===== src/hdl/bta_pkg.sv =====
// shared types, constants and command codes of the buddy tree allocator
// no dependencies; imported by bta_dp, bta_ctrl and buddy_tree_allocator
`default_nettype none

package bta_pkg;

  // tree depth default and fixed field widths
  localparam int unsigned DefLayers = 10;
  localparam int unsigned SizeW     = 40;
  localparam int unsigned ByteW     = 41;
  localparam int unsigned CfgW      = 6;
  localparam int unsigned StW       = 2;
  localparam int unsigned HdrBytes  = 4;

  localparam logic [CfgW-1:0] DefStoreLog2 = 6'd24;

  // result status codes
  localparam logic [StW-1:0] ST_DONE   = 2'd0;
  localparam logic [StW-1:0] ST_NOMEM  = 2'd1;
  localparam logic [StW-1:0] ST_TOOBIG = 2'd2;

  // datapath operation codes
  localparam int unsigned OpW = 4;
  localparam logic [OpW-1:0] OP_NONE  = 4'd0;
  localparam logic [OpW-1:0] OP_CLR   = 4'd1;
  localparam logic [OpW-1:0] OP_LOAD  = 4'd2;
  localparam logic [OpW-1:0] OP_DEC   = 4'd3;
  localparam logic [OpW-1:0] OP_KEY   = 4'd4;
  localparam logic [OpW-1:0] OP_SRD   = 4'd5;
  localparam logic [OpW-1:0] OP_SNXT  = 4'd6;
  localparam logic [OpW-1:0] OP_OOM   = 4'd7;
  localparam logic [OpW-1:0] OP_MINIT = 4'd8;
  localparam logic [OpW-1:0] OP_MSTEP = 4'd9;
  localparam logic [OpW-1:0] OP_AINIT = 4'd10;
  localparam logic [OpW-1:0] OP_AUP   = 4'd11;
  localparam logic [OpW-1:0] OP_FRD   = 4'd12;
  localparam logic [OpW-1:0] OP_FUP   = 4'd13;
  localparam logic [OpW-1:0] OP_OUT   = 4'd14;

  // controller to datapath
  typedef struct packed {
    logic [OpW-1:0] op;
    logic           wval;
  } bta_cmd_t;

  // datapath to controller
  typedef struct packed {
    logic too_large;
    logic is_free;
    logic rd_used;
    logic k_last;
    logic mark_done;
    logic cl_zero;
    logic clr_last;
    logic out_busy;
  } bta_sts_t;

endpackage

`default_nettype wire


===== src/hdl/bta_ram.sv =====
// generic single write port ram with registered read
// no dependencies
`default_nettype none

module bta_ram #(
  parameter int unsigned Width = 1,
  parameter int unsigned Depth = 2048
) (
  input  wire logic                     clk_i,
  input  wire logic                     we_i,
  input  wire logic [$clog2(Depth)-1:0] waddr_i,
  input  wire logic [Width-1:0]         wdata_i,
  input  wire logic [$clog2(Depth)-1:0] raddr_i,
  output logic      [Width-1:0]         rdata_o
);

  logic [Width-1:0] mem_q [Depth];

  // write port and registered read port
  always_ff @(posedge clk_i) begin
    if (we_i) begin
      mem_q[waddr_i] <= wdata_i;
    end
    rdata_o <= mem_q[raddr_i];
  end

endmodule

`default_nettype wire


===== src/hdl/bta_dp.sv =====
// allocator datapath: request registers, tree walk counters, used-bit ram, result register
// depends on bta_pkg and bta_ram
`default_nettype none

module bta_dp import bta_pkg::*; #(
  parameter int unsigned LAYERS = DefLayers
) (
  input  wire logic              clk_i,
  input  wire logic              rst_ni,
  input  wire logic              cfg_we_i,
  input  wire logic [CfgW-1:0]   cfg_wdata_i,
  input  wire logic              req_free_i,
  input  wire logic [SizeW-1:0]  payload_i,
  input  wire logic [SizeW-1:0]  offset_i,
  input  wire bta_cmd_t          cmd_i,
  output bta_sts_t               sts_o,
  output logic                   out_valid_o,
  input  wire logic              out_ready_i,
  output logic [StW-1:0]         out_status_o,
  output logic [SizeW-1:0]       out_offset_o,
  output logic [ByteW-1:0]       out_bytes_o
);

  localparam int unsigned AW = LAYERS + 1;
  localparam int unsigned LW = $clog2(LAYERS + 1);
  localparam int unsigned KW = LAYERS;

  logic [CfgW-1:0]  slog_q;
  logic             free_q;
  logic [ByteW-1:0] need_q;
  logic [SizeW-1:0] off_q;
  logic [CfgW-1:0]  blog_q;
  logic             too_large_q;
  logic             oom_q;
  logic [LW-1:0]    lay_q;
  logic [KW-1:0]    k_q;
  logic [LW-1:0]    cl_q;
  logic [AW-1:0]    x_q, lo_q, hi_q;
  logic [KW-1:0]    idx_q;
  logic [AW-1:0]    clr_q;
  logic             out_valid_q;
  logic [StW-1:0]   out_status_q;
  logic [SizeW-1:0] out_offset_q;
  logic [ByteW-1:0] out_bytes_q;

  logic [CfgW-1:0]  nbits, min_log, blog_c;
  logic [AW-1:0]    lay_mask;
  logic [SizeW-1:0] off_shift;
  logic             ram_we, ram_wdata, ram_rdata;
  logic [AW-1:0]    ram_waddr, ram_raddr;

  // flat index of the first node of a layer
  function automatic logic [AW-1:0] layer_base(input logic [LW-1:0] cl);
    layer_base = (AW'(1) << cl) - AW'(1);
  endfunction

  // store size register
  always_ff @(posedge clk_i or negedge rst_ni) begin
    if (!rst_ni) begin
      slog_q <= DefStoreLog2;
    end else if (cfg_we_i) begin
      slog_q <= cfg_wdata_i;
    end
  end

  // block size decode: bit length of payload plus header, clamped to the smallest block
  always_comb begin
    nbits = '0;
    for (int i = 0; i < ByteW; i++) begin
      if (need_q[i]) nbits = CfgW'(i + 1);
    end
    min_log = (slog_q >= CfgW'(LAYERS)) ? slog_q - CfgW'(LAYERS) : '0;
    blog_c  = (nbits < min_log) ? min_log : nbits;
  end

  assign lay_mask  = (AW'(1) << lay_q) - AW'(1);
  assign off_shift = off_q >> blog_q;

  // tree walk registers
  always_ff @(posedge clk_i) begin
    case (cmd_i.op)
      OP_LOAD: begin
        free_q <= req_free_i;
        need_q <= {1'b0, payload_i} + ByteW'(HdrBytes);
        off_q  <= offset_i;
        oom_q  <= 1'b0;
      end
      OP_DEC: begin
        blog_q      <= blog_c;
        too_large_q <= blog_c > slog_q;
        lay_q       <= LW'(slog_q - blog_c);
      end
      OP_KEY: begin
        k_q <= free_q ? off_shift[KW-1:0] & lay_mask[KW-1:0] : '0;
      end
      OP_SNXT: k_q <= k_q + KW'(1);
      OP_OOM:  oom_q <= 1'b1;
      OP_MINIT: begin
        cl_q <= lay_q;
        x_q  <= {1'b0, k_q};
        lo_q <= {1'b0, k_q};
        hi_q <= {1'b0, k_q} + AW'(1);
      end
      OP_MSTEP: begin
        if (x_q + AW'(1) == hi_q) begin
          if (cl_q != LW'(LAYERS)) begin
            cl_q <= cl_q + LW'(1);
            x_q  <= lo_q << 1;
            lo_q <= lo_q << 1;
            hi_q <= hi_q << 1;
          end
        end else begin
          x_q <= x_q + AW'(1);
        end
      end
      OP_AINIT: begin
        cl_q  <= lay_q;
        idx_q <= k_q;
      end
      OP_AUP, OP_FUP: begin
        cl_q  <= cl_q - LW'(1);
        idx_q <= idx_q >> 1;
      end
      default: ;
    endcase
  end

  // clearing pass counter
  always_ff @(posedge clk_i or negedge rst_ni) begin
    if (!rst_ni) begin
      clr_q <= '0;
    end else if (cmd_i.op == OP_CLR) begin
      clr_q <= clr_q + AW'(1);
    end
  end

  // ram port control
  always_comb begin
    ram_we    = 1'b0;
    ram_wdata = 1'b0;
    ram_waddr = '0;
    ram_raddr = '0;
    case (cmd_i.op)
      OP_CLR: begin
        ram_we    = 1'b1;
        ram_waddr = clr_q;
      end
      OP_SRD: ram_raddr = layer_base(lay_q) + {1'b0, k_q};
      OP_MSTEP: begin
        ram_we    = 1'b1;
        ram_wdata = cmd_i.wval;
        ram_waddr = layer_base(cl_q) + x_q;
      end
      OP_AUP: begin
        ram_we    = 1'b1;
        ram_wdata = 1'b1;
        ram_waddr = layer_base(cl_q - LW'(1)) + {1'b0, idx_q >> 1};
      end
      OP_FRD: ram_raddr = layer_base(cl_q) + {1'b0, idx_q ^ KW'(1)};
      OP_FUP: begin
        ram_we    = 1'b1;
        ram_waddr = layer_base(cl_q - LW'(1)) + {1'b0, idx_q >> 1};
      end
      default: ;
    endcase
  end

  bta_ram #(
    .Width (1),
    .Depth (2 ** AW)
  ) u_ram (
    .clk_i   (clk_i),
    .we_i    (ram_we),
    .waddr_i (ram_waddr),
    .wdata_i (ram_wdata),
    .raddr_i (ram_raddr),
    .rdata_o (ram_rdata)
  );

  // result register
  always_ff @(posedge clk_i or negedge rst_ni) begin
    if (!rst_ni) begin
      out_valid_q <= 1'b0;
    end else if (cmd_i.op == OP_OUT) begin
      out_valid_q <= 1'b1;
    end else if (out_ready_i) begin
      out_valid_q <= 1'b0;
    end
  end

  always_ff @(posedge clk_i) begin
    if (cmd_i.op == OP_OUT) begin
      out_status_q <= too_large_q ? ST_TOOBIG : (oom_q ? ST_NOMEM : ST_DONE);
      out_offset_q <= (too_large_q || oom_q || free_q) ? '0 : SizeW'(k_q) << blog_q;
      out_bytes_q  <= too_large_q ? '0 : ByteW'(1) << blog_q;
    end
  end

  assign out_valid_o  = out_valid_q;
  assign out_status_o = out_status_q;
  assign out_offset_o = out_offset_q;
  assign out_bytes_o  = out_bytes_q;

  // status to controller
  assign sts_o.too_large = too_large_q;
  assign sts_o.is_free   = free_q;
  assign sts_o.rd_used   = ram_rdata;
  assign sts_o.k_last    = {1'b0, k_q} == lay_mask;
  assign sts_o.mark_done = (x_q + AW'(1) == hi_q) && (cl_q == LW'(LAYERS));
  assign sts_o.cl_zero   = cl_q == '0;
  assign sts_o.clr_last  = clr_q == AW'((2 ** AW) - 2);
  assign sts_o.out_busy  = out_valid_q && !out_ready_i;

  // checks
  a_out_free: assert property (@(posedge clk_i) disable iff (!rst_ni)
    cmd_i.op == OP_OUT |-> !(out_valid_q && !out_ready_i))
    else $error("result loaded over a held result");
  a_mark_layer: assert property (@(posedge clk_i) disable iff (!rst_ni)
    cmd_i.op == OP_MSTEP |-> cl_q <= LW'(LAYERS) && x_q < hi_q)
    else $error("subtree mark out of range");
  a_up_root: assert property (@(posedge clk_i) disable iff (!rst_ni)
    (cmd_i.op == OP_AUP || cmd_i.op == OP_FUP) |-> cl_q != '0)
    else $error("ancestor step above root");
  a_scan_range: assert property (@(posedge clk_i) disable iff (!rst_ni)
    cmd_i.op == OP_SRD |-> {1'b0, k_q} <= lay_mask)
    else $error("scan past end of layer");

endmodule

`default_nettype wire


===== src/hdl/bta_ctrl.sv =====
// allocator controller state machine: sequences clear, scan, mark and ancestor walks
// depends on bta_pkg
`default_nettype none

module bta_ctrl import bta_pkg::*; (
  input  wire logic     clk_i,
  input  wire logic     rst_ni,
  input  wire logic     in_valid_i,
  output logic          in_ready_o,
  input  wire bta_sts_t sts_i,
  output bta_cmd_t      cmd_o
);

  localparam logic [3:0] S_CLR   = 4'd0;
  localparam logic [3:0] S_IDLE  = 4'd1;
  localparam logic [3:0] S_DEC   = 4'd2;
  localparam logic [3:0] S_CHK   = 4'd3;
  localparam logic [3:0] S_SRD   = 4'd4;
  localparam logic [3:0] S_SCHK  = 4'd5;
  localparam logic [3:0] S_MINIT = 4'd6;
  localparam logic [3:0] S_MARK  = 4'd7;
  localparam logic [3:0] S_AINIT = 4'd8;
  localparam logic [3:0] S_AUP   = 4'd9;
  localparam logic [3:0] S_FRD   = 4'd10;
  localparam logic [3:0] S_FCHK  = 4'd11;
  localparam logic [3:0] S_DONE  = 4'd12;

  logic [3:0] state_q, state_d;

  always_ff @(posedge clk_i or negedge rst_ni) begin
    if (!rst_ni) begin
      state_q <= S_CLR;
    end else begin
      state_q <= state_d;
    end
  end

  // next state and command
  always_comb begin
    state_d    = state_q;
    cmd_o.op   = OP_NONE;
    cmd_o.wval = !sts_i.is_free;
    in_ready_o = 1'b0;
    case (state_q)
      S_CLR: begin
        cmd_o.op = OP_CLR;
        if (sts_i.clr_last) state_d = S_IDLE;
      end
      S_IDLE: begin
        in_ready_o = 1'b1;
        if (in_valid_i) begin
          cmd_o.op = OP_LOAD;
          state_d  = S_DEC;
        end
      end
      S_DEC: begin
        cmd_o.op = OP_DEC;
        state_d  = S_CHK;
      end
      S_CHK: begin
        cmd_o.op = OP_KEY;
        if (sts_i.too_large)    state_d = S_DONE;
        else if (sts_i.is_free) state_d = S_MINIT;
        else                    state_d = S_SRD;
      end
      S_SRD: begin
        cmd_o.op = OP_SRD;
        state_d  = S_SCHK;
      end
      S_SCHK: begin
        if (!sts_i.rd_used) begin
          state_d = S_MINIT;
        end else if (sts_i.k_last) begin
          cmd_o.op = OP_OOM;
          state_d  = S_DONE;
        end else begin
          cmd_o.op = OP_SNXT;
          state_d  = S_SRD;
        end
      end
      S_MINIT: begin
        cmd_o.op = OP_MINIT;
        state_d  = S_MARK;
      end
      S_MARK: begin
        cmd_o.op = OP_MSTEP;
        if (sts_i.mark_done) state_d = S_AINIT;
      end
      S_AINIT: begin
        cmd_o.op = OP_AINIT;
        state_d  = sts_i.is_free ? S_FRD : S_AUP;
      end
      S_AUP: begin
        if (sts_i.cl_zero) state_d = S_DONE;
        else               cmd_o.op = OP_AUP;
      end
      S_FRD: begin
        if (sts_i.cl_zero) begin
          state_d = S_DONE;
        end else begin
          cmd_o.op = OP_FRD;
          state_d  = S_FCHK;
        end
      end
      S_FCHK: begin
        if (sts_i.rd_used) begin
          state_d = S_DONE;
        end else begin
          cmd_o.op = OP_FUP;
          state_d  = S_FRD;
        end
      end
      S_DONE: begin
        if (!sts_i.out_busy) begin
          cmd_o.op = OP_OUT;
          state_d  = S_IDLE;
        end
      end
      default: state_d = S_CLR;
    endcase
  end

endmodule

`default_nettype wire


===== src/hdl/buddy_tree_allocator.sv =====
// Buddy allocator over a binary tree of used bits kept in a one-bit ram of
// 2^(LAYERS+1) entries. After reset a clearing pass writes every node free,
// and no request is taken until it ends. Each request is handled alone. A
// request is accepted, decoded and checked, and its result is registered at
// the end. An allocate adds a read and a check per node scanned at the target
// layer, a setup for the mark, a write per node of the subtree, a setup for
// the ancestor walk and a write per ancestor. A free adds the same setups and
// subtree writes, then a buddy read and a parent clear per ancestor cleared,
// and stops at the root or at a used buddy. A request too large for the store
// goes straight to its result; an allocate that finds no free node scans every
// node of its layer first. The result cycle waits while a held result is not
// taken. The next request is taken while a result waits in the output register.
// depends on bta_pkg, bta_ctrl, bta_dp
`default_nettype none

module buddy_tree_allocator import bta_pkg::*; #(
  parameter int unsigned LAYERS = DefLayers
) (
  input  wire logic              clk_i,
  input  wire logic              rst_ni,
  input  wire logic              cfg_we_i,
  input  wire logic [CfgW-1:0]   cfg_wdata_i,   // store_size_log2
  input  wire logic              s_axis_tvalid,
  output logic                   s_axis_tready,
  input  wire logic [79:0]       s_axis_tdata,  // payload_bytes[39:0], offset_bytes[79:40]
  input  wire logic              s_axis_tuser,  // req_type
  output logic                   m_axis_tvalid,
  input  wire logic              m_axis_tready,
  output logic [87:0]            m_axis_tdata,  // block_offset[39:0], block_bytes[80:40], zero
  output logic [StW-1:0]         m_axis_tuser   // status
);

  bta_cmd_t         cmd;
  bta_sts_t         sts;
  logic [SizeW-1:0] out_offset;
  logic [ByteW-1:0] out_bytes;

  bta_ctrl u_ctrl (
    .clk_i      (clk_i),
    .rst_ni     (rst_ni),
    .in_valid_i (s_axis_tvalid),
    .in_ready_o (s_axis_tready),
    .sts_i      (sts),
    .cmd_o      (cmd)
  );

  bta_dp #(
    .LAYERS (LAYERS)
  ) u_dp (
    .clk_i        (clk_i),
    .rst_ni       (rst_ni),
    .cfg_we_i     (cfg_we_i),
    .cfg_wdata_i  (cfg_wdata_i),
    .req_free_i   (s_axis_tuser),
    .payload_i    (s_axis_tdata[39:0]),
    .offset_i     (s_axis_tdata[79:40]),
    .cmd_i        (cmd),
    .sts_o        (sts),
    .out_valid_o  (m_axis_tvalid),
    .out_ready_i  (m_axis_tready),
    .out_status_o (m_axis_tuser),
    .out_offset_o (out_offset),
    .out_bytes_o  (out_bytes)
  );

  // result beat packing
  assign m_axis_tdata = {7'd0, out_bytes, out_offset};

endmodule

`default_nettype wire


===== config.mk =====
export PLATFORM = sky130hd
export DESIGN_NAME = buddy_tree_allocator
export DESIGN_NICKNAME = d
export VERILOG_FILES = /design/src/hdl/bta_pkg.sv /design/src/hdl/bta_ram.sv /design/src/hdl/bta_dp.sv /design/src/hdl/bta_ctrl.sv /design/src/hdl/buddy_tree_allocator.sv
export SDC_FILE = /design/constraint.sdc
export NUM_CORES = 2
export LEC_CHECK = 0
export BUFFER_PORTS_ARGS = -buffer_cell sky130_fd_sc_hd__buf_4
export CAP_MARGIN = 10
export CORE_MARGIN = 1.5
export CORE_UTILIZATION = 45
export CTS_CLUSTER_SIZE = 28
export DETAILED_ROUTE_END_ITERATION = 8
export GPL_ROUTABILITY_DRIVEN = 1
export HOLD_SLACK_MARGIN = 0.03
export PLACE_DENSITY = 0.57
export SLEW_MARGIN = 20
export SYNTH_ARGS = -nofsm -noshare
export SYNTH_HDL_FRONTEND = slang
export SYNTH_SLANG_ARGS = --single-unit
export TNS_END_PERCENT = 5

===== constraint.sdc =====
create_clock -name clk_i -period 215.8 [get_ports clk_i]
set_input_delay 43.16 -clock clk_i [delete_from_list [all_inputs] [get_ports clk_i]]
set_output_delay 43.16 -clock clk_i [all_outputs]
set_load 0.02 [all_outputs]

==> flow_summary.toml <==
[outcome]
status = "finished clean"

[sta]
layout_min_cycle_time_ns = 45.98
worst_pin_slew_ns = 1.34
rsz0062_at_grt = "false"
fin_worst_skew_ns = 0.0576
worst_slack_ns = 169.82
fin_crit_sh_pct = 21.3
final_hold_viol_count = 0
finalMaxSlewViolations = 0
relSlewSlack_pct = 10.6
setup_violations = 0
fmax_ghz = 0.0217
setup_tns_ns = 0
hold-worst-slack_ns = 0.492

[worst_setup_path]
cp.required_ns = 172.64
cp_cell_sequence = "nand2b_1 -> nor3_1 -> buf_4"
cp_slowest_cell = "dfrtp_1"
worst-endpoint-arrival_ns = 2.82
critical_path_class = "reg2out"
cp_top_family = "flip-flops"
crit_buf_inv = 1
crit_fanout = 29
cp-end-kind = "output pin"
crit_path_start_kind = "flip-flop"
critPathMaxStageDelay_ns = 0.93

[drt]
vias_per_cell = 6.74
wl_per_cell_um = 30.1
vias = 87900
ant_nets = 0
wirelength_um = 392000
dr.pass1.iters = 8
drt_iter0_markers = 11600
drc = 0

[cts]
cts_max_level = 5
cts_hold_buf = 0
clk_pin_slew_ns = 0.06
post-cts-setup-buffer-count = 0
clock_sinks = 2304
clk-insertion-delay-late_ns = 0.98
cts_buffer_depth = 4
numCtsBuffers = 278
tritoncts = "yes"
cts_resized = 0
clockRootBuffer = "clkbuf_16"

[placed_design]
place_area_um2 = 118000
place_hpwl_um = 230000
place_ws_ns = 169.94
place.gp.congestion = 0.907
io_buffers = 176

[synth]
synth_commonest_cells = "edfxtp_1 (2281), nand2_1 (1525), nor4_1 (1076)"
synth_top_area_share_pct = 59.5
ys_warn_count = 0
yosysTopAreaCell = "edfxtp_1"
yosysMostFrequentCell = "edfxtp_1"
ys_types = 96
async_reset_ff_share_pct = 0.955
ys_seq_elements = 2304
ys_top_cells_by_area = "edfxtp_1 (59%), a211oi_1 (7.0%), nor4_1 (5.8%), nand2_1 (5.0%), mux2i_1 (3.2%)"
ys_seq_area_share_pct = 60.0
syn_area_per_cell_um2 = 11.6
synth_area_um2 = 115000
syn_inst = 9902
synth-edff-count = 2281
ys.flop_type = "edfxtp_1"

[die]
rows = 185
initial_core_util_pct = 45.3
core_um2 = 254000
die-area_um2 = 259000
die_w_um = 509
pin_count = 184
die_h_um = 509

[final_layout]
drive_above_1_share_pct = 10.5
final_area_um2 = 127000
layout.nets = 9657
fin_util_pct = 49.8
n_fill_cell = 22300
area_growth_syn_to_layout_pct = 10.1

[pwr]
p_clk_share_pct = 27.2
pwr-share-seq_pct = 33.5
p_sw_uw = 682
p_int_uw = 942
ir_drop_v = 0.0000129
p_comb_share_pct = 39.3
p_leak_uw = 0.0398
p_sw_share_pct = 42.0
p_per_area_nw_per_um2 = 12.8

[job]
cap_violations = 0

[global_routing]
groute.usage.overall_pct = 29.5
grt_first_pass_wirelength_um = 574000
grt_pass1_vias = 83400
antenna_found_initial = 19
grt_overflow = 0
grt_max_degree = 249

[worst_hold_path]
hold_class = "reg2reg"
[kinds of logic (layout without fill, tap and decap cells)]
logic type               after synthesis  after routing  synth area share, %
other                                  1             17              0.00326
buffers and inverters               1231            983                 4.44
adder cells (fa/ha/maj)               83             83                0.934
AO/OA/AOI/OAI                       2189           2189                 13.2
XOR/XNOR                             106            106                0.806
multiplexers                         529            529                 6.02
flip-flops                          2304           2304                 60.0
AND/OR/NAND/NOR                     3459           3459                 14.6
[flip-flops by register name (all words and copies together), names as in the netlist, 11 cells and up]
| register | count |
|---|---|
| u_dp.clr_q | 11 |
| u_dp.hi_q | 11 |
| u_dp.need_q | 41 |
| u_dp.off_q | 40 |
| u_dp.out_bytes_o | 41 |
| u_dp.out_offset_o | 40 |
| u_dp.u_ram.mem_q | 2048 |
| u_dp.x_q | 11 |
[worst paths after layout]
path,from,end,slack (ns),depth (start not counted)
worst max-delay path,u_ctrl.state_q[0],s_axis_tready,169.82,3
worst min register to register,u_dp.clr_q[8],u_dp.clr_q[8],0.49,1
worst max register to register,u_dp.cl_q[0],u_dp.u_ram.mem_q[1085],206.09,23
min in group asynchronous,rst_ni,u_dp.slog_q[5],42.09,1
worst min-delay path,u_dp.clr_q[8],u_dp.clr_q[8],0.49,1
max in group asynchronous,rst_ni,u_dp.slog_q[4],173.43,1
[layout by cell type, fill, tap and decap left out, types with 22 or more instances in the layout]
cell / n
edfxtp_1: 2281
and3_1: 66
xor2_1: 38
mux2i_1: 362
nor4_1: 1074
a21oi_1: 458
inv_1: 103
nand4_1: 30
mux4_2: 127
nand2_1: 1519
nor3_1: 138
buf_4: 394
nor2b_1: 23
nor2_1: 231
o211ai_1: 22
o22ai_1: 115
clkbuf_1: 60
o21ai_0: 122
clkbuf_16: 287
nand3_1: 231
nand2b_1: 23
a221oi_1: 22
clkinv_2: 34
a31oi_1: 40
a211oi_1: 1073
a2111oi_0: 48
mux2_2: 39
ha_1: 78
clkinv_1: 55
o221ai_1: 46
xnor2_1: 68
[power groups by stage]
stage          logic [uW]  clock network, uW  registers, uW
4_1_cts               621                446            543
5_1_grt               663                461            545
3_5_place_dp          619                  0            553
2_1_floorplan         370                  0            666
6_report              638                442            544
3_3_place_gp          613                  0            552
[metal layers]
metal	global-route usage (%)	vias to the layer above	share of wire, %
met2	44.3	4442	45
met3	6.63	794	9.7
li1	-	38100	-
met4	13.1	10	4.7
met1	40.9	44500	41
met5	0	-	0.019
[final cells by class]
cell class              count  area (um^2)  area share, %
clock buffers             347         7410           5.84
well taps                3366         4210           3.32
diodes                     10         25.0         0.0197
repair buffers            419         3430           2.70
inverters                 106          399          0.315
flip-flops and latches   2304        69100           54.5
multi-input cells        6373        41400           32.6
clock inverters           111          870          0.686
[stage by stage]
step	std cells	total power, uW
3_5_place_dp	12600	1170
4_1_cts	13000	1610
3_3_place_gp	12600	1160
2_1_floorplan	9908	1040
5_1_grt	13000	1670
6_report	13000	1620
No activity file was read; power rests on OpenSTA's default activity.
